--- src/sv/fmibs_pkg.sv ---
// shared types and constants for the fm-index backward search block
package fmibs_pkg;

    // item kinds
    localparam logic KIND_WRITE  = 1'b0;
    localparam logic KIND_SEARCH = 1'b1;

    // configuration register indexes
    localparam int CFG_IDX_W = 3;
    typedef enum logic [CFG_IDX_W-1:0] {
        CFG_SEQ_LEN = 3'd0,
        CFG_COUNT_A = 3'd1,
        CFG_COUNT_C = 3'd2,
        CFG_COUNT_G = 3'd3,
        CFG_COUNT_T = 3'd4
    } t_cfg_idx;

    // input transaction
    typedef struct packed {
        logic        kind;
        logic [1:0]  base;
        logic [15:0] position;
        logic [15:0] occ_value;
        logic        seed_start;
        logic        seed_end;
    } t_item;

    // result transaction
    typedef struct packed {
        logic [15:0] interval_low;
        logic [15:0] interval_high;
        logic        present;
    } t_result;

    // controller states
    typedef enum logic [1:0] {
        S_IDLE,
        S_STEP_LOW,
        S_STEP_HIGH
    } t_state;

    // controller to datapath commands
    typedef struct packed {
        logic wr;         // store an occurrence table entry from the input
        logic search;     // take a search base from the input
        logic step_low;   // low bound read data is back, read high bound
        logic step_high;  // high bound read data is back
    } t_dp_cmd;

    // datapath to controller status
    typedef struct packed {
        logic skip;       // seed already finished, no table reads needed
    } t_dp_stat;

endpackage

--- src/sv/fmibs_ctrl.sv ---
// controller state machine for the fm-index backward search block
module fmibs_ctrl (
    input  logic                i_clk,
    input  logic                i_rst_n,
    input  logic                i_start,
    input  logic                i_kind,
    input  fmibs_pkg::t_dp_stat i_stat,
    output fmibs_pkg::t_dp_cmd  o_cmd,
    output logic                o_busy
);
    import fmibs_pkg::*;

    t_state r_state;
    t_state n_state;
    logic   accept;

    assign accept = i_start && (r_state == S_IDLE);

    // state register
    always_ff @(posedge i_clk) begin
        if (!i_rst_n) begin
            r_state <= S_IDLE;
        end else begin
            r_state <= n_state;
        end
    end

    // next state
    always_comb begin
        n_state = r_state;
        unique case (r_state)
            S_IDLE: begin
                if (accept && (i_kind == KIND_SEARCH) && !i_stat.skip) begin
                    n_state = S_STEP_LOW;
                end
            end
            S_STEP_LOW:  n_state = S_STEP_HIGH;
            S_STEP_HIGH: n_state = S_IDLE;
            default:     n_state = S_IDLE;
        endcase
    end

    // outputs
    always_comb begin
        o_cmd = '0;
        o_busy = 1'b1;
        unique case (r_state)
            S_IDLE: begin
                o_busy       = 1'b0;
                o_cmd.wr     = accept && (i_kind == KIND_WRITE);
                o_cmd.search = accept && (i_kind == KIND_SEARCH);
            end
            S_STEP_LOW:  o_cmd.step_low = 1'b1;
            S_STEP_HIGH: o_cmd.step_high = 1'b1;
            default:     o_busy = 1'b1;
        endcase
    end

endmodule

--- config.mk ---
export PLATFORM = sky130hd
export DESIGN_NAME = fmibs_ctrl
export DESIGN_NICKNAME = d
export VERILOG_FILES = /design/src/sv/fmibs_pkg.sv /design/src/sv/fmibs_ctrl.sv
export SDC_FILE = /design/constraint.sdc
export NUM_CORES = 1
export LEC_CHECK = 0
export BUFFER_PORTS_ARGS = -buffer_cell sky130_fd_sc_hd__buf_2
export CAP_MARGIN = 25
export CORE_AREA = 2 2 39 41
export DETAILED_ROUTE_END_ITERATION = 6
export DIE_AREA = 0 0 41 43
export PLACE_DENSITY = 0.3
export REMOVE_ABC_BUFFERS = 1
export SKIP_CTS_REPAIR_TIMING = 1
export SLEW_MARGIN = 20
export SYNTH_ARGS = -nofsm -noshare
export SYNTH_HDL_FRONTEND = slang
export SYNTH_SLANG_ARGS = --single-unit
--- constraint.sdc ---
create_clock -name i_clk -period 0.86 [get_ports i_clk]
set_input_delay 0.172 -clock i_clk [delete_from_list [all_inputs] [get_ports i_clk]]
set_output_delay 0.172 -clock i_clk [all_outputs]
set_load 0.05 [all_outputs]
==> flow_metrics.tcl <==
set metrics [dict create \
    die_height_um 43 \
    max_cap_viol_count 0 \
    finish.cell_count_without_fillers 43 \
    layout-drive-gt1-share 0.7778 \
    cts_tree "done" \
    grt_antenna_before_repair 0 \
    postRouteWirelength_um 326 \
    crit_path_start_kind "register" \
    mappedNetlistArea_um2 121.4 \
    timing_hold_violations_final 0 \
    critical_path_class "reg2out" \
    rsz0062_at_grt "true" \
    cts.htree.levels 1 \
    finalClockSkew_ns 0.001666 \
    maxSlewViolCount 0 \
    report.final.setup_viol 6 \
    reg_top3 "r_state x2" \
    ys_seq_elements 2 \
    initial_core_util 0.08770 \
    fp.dieArea_um2 1763 \
    power_uw 401.3 \
    worst_setup_hold_path_clk_slew_ns 0.03 \
    post-route-period-util 1.543 \
    grt_pass1_vias 124 \
    netlist_instances 12 \
    cp-end-kind "primary output" \
    antenna_left 0 \
    drcViolationCount 0 \
    ant_diodes 0 \
    p_leak_uw 0.0001328 \
    drt_pre_antenna_iters 1 \
    clk-insertion-delay-late_ns 0.22 \
    place_worst_setup_slack_ns -0.3177 \
    route.met2.wl_um 114 \
    timing.hold.worst.class "in2reg" \
    post_synthesis_sequential_area_ratio 0.3299 \
    cts.path.max_buffers 2 \
    largest_register_ffs 2 \
    final_nets 34 \
    met3RoutedLength_um 34 \
    gpl.final_weighted_congestion 0.5645 \
    cts-buffers-inserted 3 \
    floorplan.die.width_um 41 \
    synth_top_cell_area_share 0.3299 \
    top_layer "met3" \
    yosys_warnings 0 \
    floorplan.rows 14 \
    ios 10 \
    synthDominantAreaCellType "dfxtp_1" \
    max-vdd-ir-drop_mv 0.4797 \
    global_route.usage.total 0.05005 \
    slew_headroom 0.8803 \
    max_flop_register "r_state" \
    clk_root_buffer_cell "clkbuf_4" \
    fmaxAchievable_ghz 0.7538 \
    synthToLayoutAreaGrowth_pct 122.7 \
    grt_pass1_wl_um 517 \
    synth_area_leaders "dfxtp_1 (33%), nor4_4 (18%), nor3b_2 (10%), or2_4 (7.2%), and2b_1 (6.2%)" \
    final.fill_count 157 \
    post-route-util 0.1953 \
    grt_max_degree 5 \
    violations_in_the_final_reports "negative setup slack" \
    most-common-layout-cells "buf_2 (4), buf_6 (4), buf_4 (4), clkbuf_4 (3)" \
    status "complete, but fails checks" \
    post_drt_via_cell_ratio 3.163 \
    layout_setup_ws_ns -0.4666 \
    total_gr_overflow 0 \
    port_buffers 9 \
    power_per_standard_cell_area_nw_per_um2 1485 \
    synth.avg_cell_area_um2 10.11 \
    synth.distinct_cells 11 \
    path_max_fanout 4 \
    final_critical_path_time_including_i_o_delays_and_setup_ns 1.327 \
    via_count 136 \
    drt_iter0_markers 0 \
    multi_input_comb_area_um2 72.57 \
    route.detailed.wl_per_inst_um 7.581 \
    placeable_area_um2 1384 \
    actual_slew_at_the_worst_max_slew_pin_ns 0.1782 \
    met1_length_um 177 \
    summed_negative_setup_slack_over_all_endpoints_ns -1.919 \
    data_required_time_at_the_worst_endpoint_ns 0.69 \
    sequential_cell_area_um2 41.29 \
    tritoncts_num_sinks 2 \
    worst_ep_arrival_time_ns 1.15 \
    placed_cells_incl_taps 39 \
]
cell type report:
| cell class | count | area share |
|---|---|---|
| repair buffers | 13 | 0.4074 |
| clock buffers | 3 | 0.08333 |
| multi-input cells | 8 | 0.2685 |
| inverters | 1 | 0.01389 |
| flip-flops and latches | 2 | 0.1528 |
| well taps | 16 | 0.07407 |
routing by layer:
layer	global-route usage	vias up
met2	0.05000	10
met4	0.06000	0
li1	-	68
met5	0	-
met1	0.05096	58
met3	0.04712	0
synthesized netlist by cell type:
cell type  n
and2_1     1
and2b_1    1
buf_4      1
dfxtp_1    2
inv_1      1
nand2_1    1
nor2_1     1
nor2b_1    1
nor3b_2    1
nor4_4     1
or2_4      1
critical path, stage by stage, from the launching register on:
cell and delay, ns:
dfxtp_2 0.31, or2_4 0.26, nor3b_2 0.19, buf_6 0.18
final timing paths:
kind | from | cells after the start | slack (ns) | to
setup / recovery | r_state[0] | 3 | -0.47 | o_cmd[3]
hold / removal | i_stat | 2 | 0.13 | r_state[0]
setup reg to reg | r_state[0] | 3 | -0.13 | r_state[0]
hold reg to reg | r_state[0] | 3 | 0.64 | r_state[0]
cell families (layout without fill, tap and decap cells):
kind of cell / after synthesis / count (layout) / synth area share
buffers and inverters: 2 / 17 / 0.09278
AND/OR/NAND/NOR: 8 / 8 / 0.5773
flip-flops: 2 / 2 / 0.3299
where the power goes:
part           total (µW)  leakage (µW)  internal (µW)  switching, µW
clock network         203     0.0000138            154           49.2
registers            96.9     0.0000167           95.8           1.10
logic                 101      0.000102           44.1           57.4
through the flow:
stage	area [µm²]	hold slack [ns]
2_1_floorplan	113.9	0.2430
4_1_cts	224.0	0.1314
6_report	270.3	0.1341
5_1_grt	270.3	0.1155
3_3_place_gp	201.4	0.3651
3_5_place_dp	201.4	0.3685
Note: power is estimated with default switching activity, not from simulation.
